## config.mk

```make
export PLATFORM = sky130hd
export DESIGN_NAME = expression_tokenizer_flat
export DESIGN_NICKNAME = d
export VERILOG_FILES = /design/src/exptok_pkg.sv /design/src/exptok_if.sv /design/src/exptok_lexer.sv /design/src/exptok_outbuf.sv /design/src/expression_tokenizer.sv /design/src/flat_wrapper.sv
export SDC_FILE = /design/constraint.sdc
export NUM_CORES = 1
export LEC_CHECK = 0
export CORE_ASPECT_RATIO = 1.75
export CORE_MARGIN = 1.5
export CORE_UTILIZATION = 58
export DETAILED_ROUTE_END_ITERATION = 12
export DONT_BUFFER_PORTS = 1
export PLACE_DENSITY = 0.73
export SETUP_SLACK_MARGIN = 0.02
export SLEW_MARGIN = 20
export SYNTH_ARGS = -nofsm -noshare
export SYNTH_HDL_FRONTEND = slang
export SYNTH_SLANG_ARGS = --single-unit
```

## constraint.sdc

```tcl
create_clock -name clk -period 2.7 [get_ports clk]
set_input_delay 0.54 -clock clk [delete_from_list [all_inputs] [get_ports clk]]
set_output_delay 0.54 -clock clk [all_outputs]
set_load 0.005 [all_outputs]
```

## src/exptok_pkg.sv

```systemverilog
// Shared types and constants for the expression tokenizer.
package exptok_pkg;

  localparam int VALUE_BITS_DEF = 32;
  localparam int DEPTH_BITS_DEF = 16;
  localparam int TOKEN_VALUE_W = 32;

  typedef enum logic [2:0] {
    PK_NONE = 3'd0,
    PK_NUM  = 3'd1,
    PK_STAR = 3'd2,
    PK_LT   = 3'd3,
    PK_GT   = 3'd4
  } pend_t;

  typedef enum logic [4:0] {
    K_NUM   = 5'd0,
    K_LPAR  = 5'd1,
    K_RPAR  = 5'd2,
    K_PLUS  = 5'd3,
    K_MINUS = 5'd4,
    K_TIMES = 5'd5,
    K_DIV   = 5'd6,
    K_MOD   = 5'd7,
    K_AND   = 5'd8,
    K_OR    = 5'd9,
    K_XOR   = 5'd10,
    K_NOT   = 5'd11,
    K_POW   = 5'd12,
    K_LSL   = 5'd13,
    K_LSR   = 5'd14,
    K_END   = 5'd15,
    K_NONE  = 5'd16
  } kind_t;

  typedef enum logic [2:0] {
    E_NONE     = 3'd0,
    E_ANGLE    = 3'd1,
    E_SURPLUS  = 3'd2,
    E_UNEXP    = 3'd3,
    E_UNCLOSED = 3'd4
  } err_t;

  typedef struct packed {
    kind_t                           kind;
    logic signed [TOKEN_VALUE_W-1:0] value;
    err_t                            err;
    logic                            seen;
    logic                            last;
  } res_t;

  typedef struct packed {
    res_t       r0;
    res_t       r1;
    logic [1:0] count;
  } lex_out_t;

endpackage

```

## src/exptok_if.sv

```systemverilog
// Handshake interfaces for the character and token channels.
interface exptok_in_if;
  logic       valid;
  logic       ready;
  logic [7:0] char_code;
  modport source (output valid, output char_code, input ready);
  modport sink (input valid, input char_code, output ready);
endinterface

interface exptok_out_if;
  logic               valid;
  logic               ready;
  logic [4:0]         token_kind;
  logic signed [31:0] token_value;
  logic [2:0]         error_code;
  logic               error_seen;
  logic               last;
  modport source (output valid, output token_kind, output token_value, output error_code,
                  output error_seen, output last, input ready);
  modport sink (input valid, input token_kind, input token_value, input error_code,
                input error_seen, input last, output ready);
endinterface

```

## src/exptok_lexer.sv

```systemverilog
// Lexer state and the per-character token logic.
module exptok_lexer #(
  parameter int VALUE_BITS = exptok_pkg::VALUE_BITS_DEF,
  parameter int DEPTH_BITS = exptok_pkg::DEPTH_BITS_DEF
) (
  input  logic                 clk,
  input  logic                 rst,
  input  logic                 go,
  input  logic [7:0]           char_code,
  output exptok_pkg::lex_out_t lex
);
  import exptok_pkg::*;

  localparam logic [7:0] CH_NUL   = 8'h00;
  localparam logic [7:0] CH_TAB   = 8'h09;
  localparam logic [7:0] CH_LF    = 8'h0A;
  localparam logic [7:0] CH_CR    = 8'h0D;
  localparam logic [7:0] CH_SPACE = 8'h20;
  localparam logic [7:0] CH_PCT   = 8'h25;
  localparam logic [7:0] CH_AMP   = 8'h26;
  localparam logic [7:0] CH_LPAR  = 8'h28;
  localparam logic [7:0] CH_RPAR  = 8'h29;
  localparam logic [7:0] CH_STAR  = 8'h2A;
  localparam logic [7:0] CH_PLUS  = 8'h2B;
  localparam logic [7:0] CH_MINUS = 8'h2D;
  localparam logic [7:0] CH_SLASH = 8'h2F;
  localparam logic [7:0] CH_0     = 8'h30;
  localparam logic [7:0] CH_9     = 8'h39;
  localparam logic [7:0] CH_LT    = 8'h3C;
  localparam logic [7:0] CH_GT    = 8'h3E;
  localparam logic [7:0] CH_CARET = 8'h5E;
  localparam logic [7:0] CH_BAR   = 8'h7C;
  localparam logic [7:0] CH_TILDE = 8'h7E;

  pend_t                  pk, pk_next;
  logic [VALUE_BITS-1:0]  pv, pv_next;
  logic [DEPTH_BITS-1:0]  depth, depth_next;
  logic                   ef, ef_next;

  logic [63:0]            pv_wide;
  logic [3:0]             digit;
  logic [VALUE_BITS-1:0]  digit_ext;
  logic                   is_digit;
  logic                   op_valid;
  kind_t                  op_kind;

  logic                   fl_valid;
  res_t                   fl;
  logic                   use_flush;
  logic                   f_used;
  logic                   tv;
  res_t                   tok;
  logic                   clear_all;

  assign pv_wide   = 64'(pv);
  assign digit     = 4'(char_code - CH_0);
  assign digit_ext = VALUE_BITS'(digit);
  assign is_digit  = (char_code >= CH_0) && (char_code <= CH_9);

  always_comb begin
    op_valid = 1'b1;
    op_kind  = K_NONE;
    unique case (char_code)
      CH_PLUS:  op_kind = K_PLUS;
      CH_MINUS: op_kind = K_MINUS;
      CH_SLASH: op_kind = K_DIV;
      CH_PCT:   op_kind = K_MOD;
      CH_AMP:   op_kind = K_AND;
      CH_BAR:   op_kind = K_OR;
      CH_CARET: op_kind = K_XOR;
      CH_TILDE: op_kind = K_NOT;
      default:  op_valid = 1'b0;
    endcase
  end

  always_comb begin
    fl_valid = (pk != PK_NONE);
    fl.value = '0;
    fl.err   = E_NONE;
    fl.seen  = 1'b0;
    fl.last  = 1'b0;
    unique case (pk)
      PK_NUM: begin
        fl.kind  = K_NUM;
        fl.value = pv_wide[TOKEN_VALUE_W-1:0];
      end
      PK_STAR: fl.kind = K_TIMES;
      PK_LT, PK_GT: begin
        fl.kind = K_NONE;
        fl.err  = E_ANGLE;
      end
      default: fl.kind = K_NONE;
    endcase
  end

  always_comb begin
    pk_next    = pk;
    pv_next    = pv;
    depth_next = depth;
    use_flush  = 1'b0;
    clear_all  = 1'b0;
    tv         = 1'b0;
    tok.kind   = K_NONE;
    tok.value  = '0;
    tok.err    = E_NONE;
    tok.seen   = 1'b0;
    tok.last   = 1'b1;
    priority if (is_digit) begin
      if (pk == PK_NUM) begin
        pv_next = (pv << 3) + (pv << 1) + digit_ext;
      end else begin
        use_flush = 1'b1;
        pk_next   = PK_NUM;
        pv_next   = digit_ext;
      end
    end else if (char_code == CH_LPAR) begin
      use_flush  = 1'b1;
      pk_next    = PK_NONE;
      pv_next    = '0;
      tv         = 1'b1;
      tok.kind   = K_LPAR;
      depth_next = depth + DEPTH_BITS'(1);
    end else if (char_code == CH_RPAR) begin
      use_flush  = 1'b1;
      pk_next    = PK_NONE;
      pv_next    = '0;
      tv         = 1'b1;
      tok.kind   = K_RPAR;
      depth_next = depth - DEPTH_BITS'(1);
      tok.err    = depth_next[DEPTH_BITS-1] ? E_SURPLUS : E_NONE;
    end else if (char_code == CH_STAR) begin
      pv_next = '0;
      if (pk == PK_STAR) begin
        pk_next  = PK_NONE;
        tv       = 1'b1;
        tok.kind = K_POW;
      end else begin
        use_flush = 1'b1;
        pk_next   = PK_STAR;
      end
    end else if (char_code == CH_LT) begin
      pv_next = '0;
      if (pk == PK_LT) begin
        pk_next  = PK_NONE;
        tv       = 1'b1;
        tok.kind = K_LSL;
      end else begin
        use_flush = 1'b1;
        pk_next   = PK_LT;
      end
    end else if (char_code == CH_GT) begin
      pv_next = '0;
      if (pk == PK_GT) begin
        pk_next  = PK_NONE;
        tv       = 1'b1;
        tok.kind = K_LSR;
      end else begin
        use_flush = 1'b1;
        pk_next   = PK_GT;
      end
    end else if (char_code == CH_SPACE || char_code == CH_TAB ||
                 char_code == CH_CR || char_code == CH_LF) begin
      use_flush = 1'b1;
      pk_next   = PK_NONE;
      pv_next   = '0;
    end else if (char_code == CH_NUL) begin
      use_flush = 1'b1;
      clear_all = 1'b1;
      tv        = 1'b1;
      tok.kind  = K_END;
      tok.value = TOKEN_VALUE_W'(signed'(depth));
      tok.err   = (depth != '0 && !depth[DEPTH_BITS-1]) ? E_UNCLOSED : E_NONE;
      pk_next    = PK_NONE;
      pv_next    = '0;
      depth_next = '0;
    end else if (op_valid) begin
      use_flush = 1'b1;
      pk_next   = PK_NONE;
      pv_next   = '0;
      tv        = 1'b1;
      tok.kind  = op_kind;
    end else begin
      tv       = 1'b1;
      tok.kind = K_NONE;
      tok.err  = E_UNEXP;
    end
  end

  // The flushed token goes first and the current token second; the sticky
  // flag includes each result's own error.
  always_comb begin
    f_used    = use_flush && fl_valid;
    lex.r1      = tok;
    lex.r1.seen = ef || (f_used && fl.err != E_NONE) || (tok.err != E_NONE);
    lex.r1.last = 1'b1;
    if (f_used) begin
      lex.r0      = fl;
      lex.r0.seen = ef || (fl.err != E_NONE);
      lex.r0.last = !tv;
    end else begin
      lex.r0      = tok;
      lex.r0.seen = ef || (tok.err != E_NONE);
      lex.r0.last = 1'b1;
    end
    lex.count = {1'b0, f_used} + {1'b0, tv};
    ef_next   = clear_all ? 1'b0 :
                (ef || (f_used && fl.err != E_NONE) || (tv && tok.err != E_NONE));
  end

  always_ff @(posedge clk) begin
    if (rst) begin
      pk    <= PK_NONE;
      pv    <= '0;
      depth <= '0;
      ef    <= 1'b0;
    end else if (go) begin
      pk    <= pk_next;
      pv    <= pv_next;
      depth <= depth_next;
      ef    <= ef_next;
    end
  end

`ifndef SYNTH
  a_idle_value_zero: assert property (@(posedge clk) disable iff (rst)
    (pk == PK_NONE) |-> (pv == '0))
    else $error("pending value nonzero with nothing pending");
  a_end_clears: assert property (@(posedge clk) disable iff (rst)
    (go && char_code == CH_NUL) |=> (depth == '0 && !ef && pk == PK_NONE))
    else $error("end of expression did not clear the lexer state");
`endif

endmodule

```

## src/exptok_outbuf.sv

```systemverilog
// Result register with a spill slot for characters that yield two tokens.
module exptok_outbuf (
  input  logic                 clk,
  input  logic                 rst,
  input  logic                 push,
  input  exptok_pkg::lex_out_t lex,
  output logic                 can_take,
  exptok_out_if.source         tokens
);
  import exptok_pkg::*;

  logic out_valid;
  logic sp_valid;
  res_t out_data;
  res_t sp_data;
  logic pop;

  assign pop      = out_valid && tokens.ready;
  assign can_take = !sp_valid && (!out_valid || tokens.ready);

  always_ff @(posedge clk) begin
    if (rst) begin
      out_valid <= 1'b0;
      sp_valid  <= 1'b0;
    end else if (push) begin
      out_valid <= (lex.count != 2'd0);
      sp_valid  <= (lex.count == 2'd2);
    end else if (pop) begin
      out_valid <= sp_valid;
      sp_valid  <= 1'b0;
    end
  end

  always_ff @(posedge clk) begin
    if (push) begin
      out_data <= lex.r0;
      sp_data  <= lex.r1;
    end else if (pop) begin
      out_data <= sp_data;
    end
  end

  assign tokens.valid       = out_valid;
  assign tokens.token_kind  = out_data.kind;
  assign tokens.token_value = out_data.value;
  assign tokens.error_code  = out_data.err;
  assign tokens.error_seen  = out_data.seen;
  assign tokens.last        = out_data.last;

`ifndef SYNTH
  a_spill_behind_head: assert property (@(posedge clk) disable iff (rst)
    sp_valid |-> (out_valid && !out_data.last))
    else $error("spill slot holds a token without a non-final head");
  a_error_sticky: assert property (@(posedge clk) disable iff (rst)
    (out_valid && out_data.err != E_NONE) |-> out_data.seen)
    else $error("error reported without the sticky flag");
`endif

endmodule

```

## src/expression_tokenizer.sv

```systemverilog
// A character's first token is registered in the output buffer after the input
// staging register. Throughput: one character per cycle while the output is
// ready; a second token waits in the spill slot and stalls input until sent.
// Characters that yield no token produce no transfer.
// Reset is synchronous and clears the pending token, depth and error flag.
module expression_tokenizer #(
  parameter int VALUE_BITS = exptok_pkg::VALUE_BITS_DEF,
  parameter int DEPTH_BITS = exptok_pkg::DEPTH_BITS_DEF
) (
  input  logic         clk,
  input  logic         rst,
  exptok_in_if.sink    chars,
  exptok_out_if.source tokens
);
  import exptok_pkg::*;

  logic       stg_valid;
  logic [7:0] stg_char;
  logic       can_take;
  logic       go;
  lex_out_t   lex;

  assign go          = stg_valid && can_take;
  assign chars.ready = !stg_valid || can_take;

  always_ff @(posedge clk) begin
    if (rst) begin
      stg_valid <= 1'b0;
    end else if (chars.ready) begin
      stg_valid <= chars.valid;
    end
  end

  always_ff @(posedge clk) begin
    if (chars.valid && chars.ready) begin
      stg_char <= chars.char_code;
    end
  end

  exptok_lexer #(
    .VALUE_BITS(VALUE_BITS),
    .DEPTH_BITS(DEPTH_BITS)
  ) u_lexer (
    .clk       (clk),
    .rst       (rst),
    .go        (go),
    .char_code (stg_char),
    .lex       (lex)
  );

  exptok_outbuf u_outbuf (
    .clk      (clk),
    .rst      (rst),
    .push     (go),
    .lex      (lex),
    .can_take (can_take),
    .tokens   (tokens)
  );

endmodule
```

## src/flat_wrapper.sv

```systemverilog
// flat-port wrapper written by rule: the top's interface ports become plain ports
module expression_tokenizer_flat import exptok_pkg::*;
#(
  parameter int VALUE_BITS = exptok_pkg::VALUE_BITS_DEF,
  parameter int DEPTH_BITS = exptok_pkg::DEPTH_BITS_DEF
)
  (clk, rst, chars_valid, chars_char_code, chars_ready, tokens_valid, tokens_token_kind, tokens_token_value, tokens_error_code, tokens_error_seen, tokens_last, tokens_ready);
  exptok_in_if chars_i ();
  exptok_out_if tokens_i ();
  input  logic clk;
  input  logic rst;
  input wire logic [$bits(chars_i.valid)-1:0] chars_valid;
  input wire logic [$bits(chars_i.char_code)-1:0] chars_char_code;
  output wire logic [$bits(chars_i.ready)-1:0] chars_ready;
  output wire logic [$bits(tokens_i.valid)-1:0] tokens_valid;
  output wire logic [$bits(tokens_i.token_kind)-1:0] tokens_token_kind;
  output wire logic [$bits(tokens_i.token_value)-1:0] tokens_token_value;
  output wire logic [$bits(tokens_i.error_code)-1:0] tokens_error_code;
  output wire logic [$bits(tokens_i.error_seen)-1:0] tokens_error_seen;
  output wire logic [$bits(tokens_i.last)-1:0] tokens_last;
  input wire logic [$bits(tokens_i.ready)-1:0] tokens_ready;
  assign chars_i.valid = chars_valid;
  assign chars_i.char_code = chars_char_code;
  assign chars_ready = chars_i.ready;
  assign tokens_valid = tokens_i.valid;
  assign tokens_token_kind = tokens_i.token_kind;
  assign tokens_token_value = tokens_i.token_value;
  assign tokens_error_code = tokens_i.error_code;
  assign tokens_error_seen = tokens_i.error_seen;
  assign tokens_last = tokens_i.last;
  assign tokens_i.ready = tokens_ready;
  expression_tokenizer #(.VALUE_BITS(VALUE_BITS), .DEPTH_BITS(DEPTH_BITS)) u_core (.clk(clk), .rst(rst), .chars(chars_i), .tokens(tokens_i));
endmodule
```

==> flow_summary.json <==
{
  "status": "complete, but fails checks",
  "failed_checks": "negative setup slack",
  "drc": 0,
  "synth_compound_area_share_pct": 20.0,
  "avgSynthCellArea_um2": 9.36,
  "crit_arrival_ns": 3.53,
  "hold_start": "rst",
  "postCtsHoldBufs": 0,
  "ir_worst_vdd_v": 0.000406,
  "seq_area_frac_synth_pct": 42.4,
  "leakage_nw": 4.56,
  "fmax_mhz": 310,
  "path_class": "reg2reg",
  "post-dp-hpwl_mm": 16.8,
  "yosysWarnings": 0,
  "async_reset_ff_share_pct": 0,
  "area_delta_synth_final_pct": 41.0,
  "netlist_instances": 845,
  "power_frac_comb_pct": 7.1,
  "synth_top_area_share_pct": 28.5,
  "reg2reg_depth": 11,
  "grt.total_usage_pct": 36.5,
  "path_max_fanout": 5,
  "fill_cells": 679,
  "place_ws_ns": -0.480,
  "antenna_found_initial": 0,
  "place_congestion": 0.924,
  "grt_pass1_vias": 7738,
  "die_x_um": 91.3,
  "core_area_um2": 13400,
  "r2r_slack_ns": -0.52,
  "path_clk_slew_ns": 0.07,
  "min_path_cells": 1,
  "slew_headroom_pct": 62.5,
  "final_cell_count_no_fill": 1201,
  "synth_xor_area_share_pct": 3.54,
  "synth_edf_count": 75,
  "ios": 56,
  "antenna_left": 0,
  "clock-sinks": 130,
  "rsz0062_at_grt": "yes",
  "numCtsBuffers": 17,
  "port-buffer-count": 0,
  "cts-htree-levels": 4,
  "die_h_um": 158,
  "layout-drive-gt1-share_pct": 36.2,
  "vias_per_cell": 6.64,
  "vias": 7980,
  "clk_latency_ns": 0.43,
  "synth_top_flop_cell": "edfxtp_1",
  "synth_top_family_by_area": "simple AND/OR/NAND/NOR gates",
  "drt_iter0_drc": 731,
  "syn-num-nets": 919,
  "start_util_pct": 59.1,
  "synth-simple-area-share_pct": 20.3,
  "power_density_nw_per_um2": 435,
  "yosysTopAreaCell": "edfxtp_1",
  "cp-start-kind": "flip-flop",
  "synth_area_leaders": "edfxtp_1 28%, dfxtp_1 14%, ha_1 9.5%, a21oi_1 4.6%, o21ai_0 3.9%",
  "power_frac_seq_pct": 45.7,
  "fin_crit_sh_pct": 119,
  "grt-ovfl-total": 0,
  "hp-class": "in2reg",
  "internal_power_w": 0.00371,
  "maxCapViolCount": 0,
  "wl_mm": 28.7,
  "yosys.area_share.adder_pct": 9.99,
  "p_sw_w": 0.00114,
  "cp-end-kind": "flip-flop",
  "r2r-start": "u_core.u_lexer.pv[14]",
  "synth.mux.area_fraction_pct": 0.506,
  "power_frac_clock_pct": 47.2,
  "fin_crit_ns": 3.22,
  "diodes": 0,
  "grt_pass1_wl_mm": 40.2,
  "ys_types": 75,
  "first_pass_iters": 8,
  "ctsRootBufferMaster": "clkbuf_16",
  "dp_cells": 1123,
  "cts.path.max_buffers": 2,
  "syn_area_um2": 7910,
  "wl_per_cell_um": 23.9,
  "cp.required_ns": 3.01,
  "final_nets": 1088,
  "die_area_um2": 14400,
  "holdPathEnd": "u_core.u_outbuf.tokens.valid",
  "tightest_slew_ns": 0.559,
  "skew_ns": 0.0154,
  "cts_tree": "built",
  "rows": 56,
  "grt_max_degree": 43,
  "setup_slack_ns": -0.522,
  "setup_viol": 61,
  "r2r_end": "u_core.u_lexer.pv[28]",
  "slew_viol_final": 0,
  "hold_viol": 0,
  "ys_seq_elements": 130,
  "switching_share_pct": 23.5
}
cells in the mapped netlist, types with 3 or more instances:
master and number:
edfxtp_1 75, nand2_1 75, a21oi_1 72, nor2_1 69, o21ai_0 61, ha_1 60, dfxtp_1 55, and2_1 33
clkbuf_1 33, nor3_1 31, a21o_1 26, xnor2_1 20, or3_1 18, inv_1 17, a221o_1 16, nand3_1 15
a22oi_1 14, xor2_1 12, nand2b_1 10, a31oi_1 9, buf_2 8, nand4_1 8, or2_2 8, nor4_1 7
a22o_1 5, and3_1 5, mux2i_1 4, nand3b_1 4, nor2b_1 4, nor3b_1 4, a211oi_1 3, a21boi_0 3
a221oi_1 3, and4_1 3, nor4b_1 3, o211ai_1 3
area by class of cell:
cell class / instances / area (µm²) / area share, %
clock buffers: 19 / 443 / 3.97
well taps: 174 / 218 / 1.95
multi-input cells: 653 / 5200 / 46.6
clock inverters: 13 / 134 / 1.20
repair buffers: 195 / 1730 / 15.5
flip-flops and latches: 130 / 3370 / 30.2
inverters: 17 / 63.8 / 0.572
sequential cells by signal, summed over array words and instances (netlist names):
| register | cells |
|---|---|
| u_core.u_lexer.pv | 32 |
| u_core.u_outbuf.tokens.valid | 1 |
| u_core.u_lexer.depth | 16 |
| u_core.u_outbuf.tokens.error_code | 3 |
| u_core.stg_valid | 1 |
| u_core.u_outbuf.tokens.error_seen | 1 |
| u_core.u_outbuf.tokens.token_kind | 5 |
| u_core.u_outbuf.sp_valid | 1 |
| u_core.u_outbuf.sp_data | 25 |
| u_core.u_lexer.ef | 1 |
| u_core.u_outbuf.tokens.last | 1 |
| u_core.u_outbuf.tokens.token_value | 32 |
| u_core.stg_char | 8 |
| u_core.u_lexer.pk | 3 |
cell families after synthesis:
family	count (synthesis)
simple gates	311
compound gates	243
flops	130
buf+inv	63
fa+ha+maj	62
xor+xnor	32
mux	4
power groups by stage:
stage / Sequential, W / Clock, W / Combinational, W
global route: 0.00222 / 0.00238 / 0.000366
finish: 0.00222 / 0.00229 / 0.000344
global placement: 0.00226 / 0 / 0.000267
floorplan: 0.00225 / 0 / 0.000172
CTS: 0.00222 / 0.00228 / 0.000321
detailed placement: 0.00226 / 0 / 0.000276
layout by cell type, fill, tap and decap left out, types with 16 or more instances in the layout:
cell       instances
a221o_1           16
buf_6             18
dfxtp_1           45
edfxtp_1          75
xnor2_1           16
buf_4            159
and2_1            32
a21oi_1           58
inv_1             17
nor3_1            28
o21ai_0           38
ha_1              37
nand2_1           65
clkbuf_16         18
ha_4              22
a21o_1            26
nor2_1            61
worst max path at each step:
| stage | from | endpoint | cells past startpoint |
|---|---|---|---|
| finish | u_core.u_lexer.pv[14] | u_core.u_lexer.pv[28] | 11 |
| floorplan | u_core.stg_char[3] | u_core.u_lexer.pv[28] | 10 |
| CTS | u_core.stg_char[3] | u_core.u_lexer.pv[28] | 10 |
| global placement | u_core.u_lexer.pv[12] | u_core.u_lexer.pv[28] | 11 |
| global route | u_core.u_lexer.pv[14] | u_core.u_lexer.pv[28] | 11 |
| detailed placement | u_core.u_lexer.pv[15] | u_core.u_lexer.pv[28] | 11 |
repair_timing:
item                       CTS  global route
gates resized for setup     95           107
buffers inserted            28            24
setup endpoints to repair   79            90
cloned                       6             0
pin swaps                   74            72
critical path, cell delays in order, from the launching register on:
cell,delay (ns)
dfxtp_4,0.37
ha_4,0.27
ha_4,0.19
buf_4,0.17
a21oi_1,0.38
o21ai_0,0.22
o221ai_1,0.32
nor4b_4,0.30
or3_4,0.20
a311oi_2,0.09
or3_1,0.33
a32o_1,0.25
through the flow:
| stage | hold slack [ns] | TNS, ns | cell area (µm²) | total power [W] | utilization, % |
|---|---|---|---|---|---|
| after floorplan | 0.426 | -2.02 | 8040 | 0.00242 | - |
| after detailed placement | 0.450 | -7.02 | 9210 | 0.00253 | 68.8 |
| after CTS | 0.167 | -7.73 | 10600 | 0.00482 | 78.8 |
| after global routing | 0.170 | -12.84 | 11200 | 0.00496 | 83.4 |
| after global placement | 0.447 | -4.62 | 9210 | 0.00252 | 68.8 |
| final | 0.177 | -8.21 | 11200 | 0.00485 | 83.4 |
per-layer routing:
| layer | wire, µm | vias to the layer above | track usage (%) |
|---|---|---|---|
| met5 | 0 | - | 0 |
| met4 | 2200 | 0 | 21.1 |
| met3 | 1980 | 172 | 7.49 |
| met2 | 15100 | 507 | 69.4 |
| met1 | 9450 | 3812 | 35.9 |
| li1 | - | 3489 | - |
Note: power is estimated with default switching activity, not from simulation.
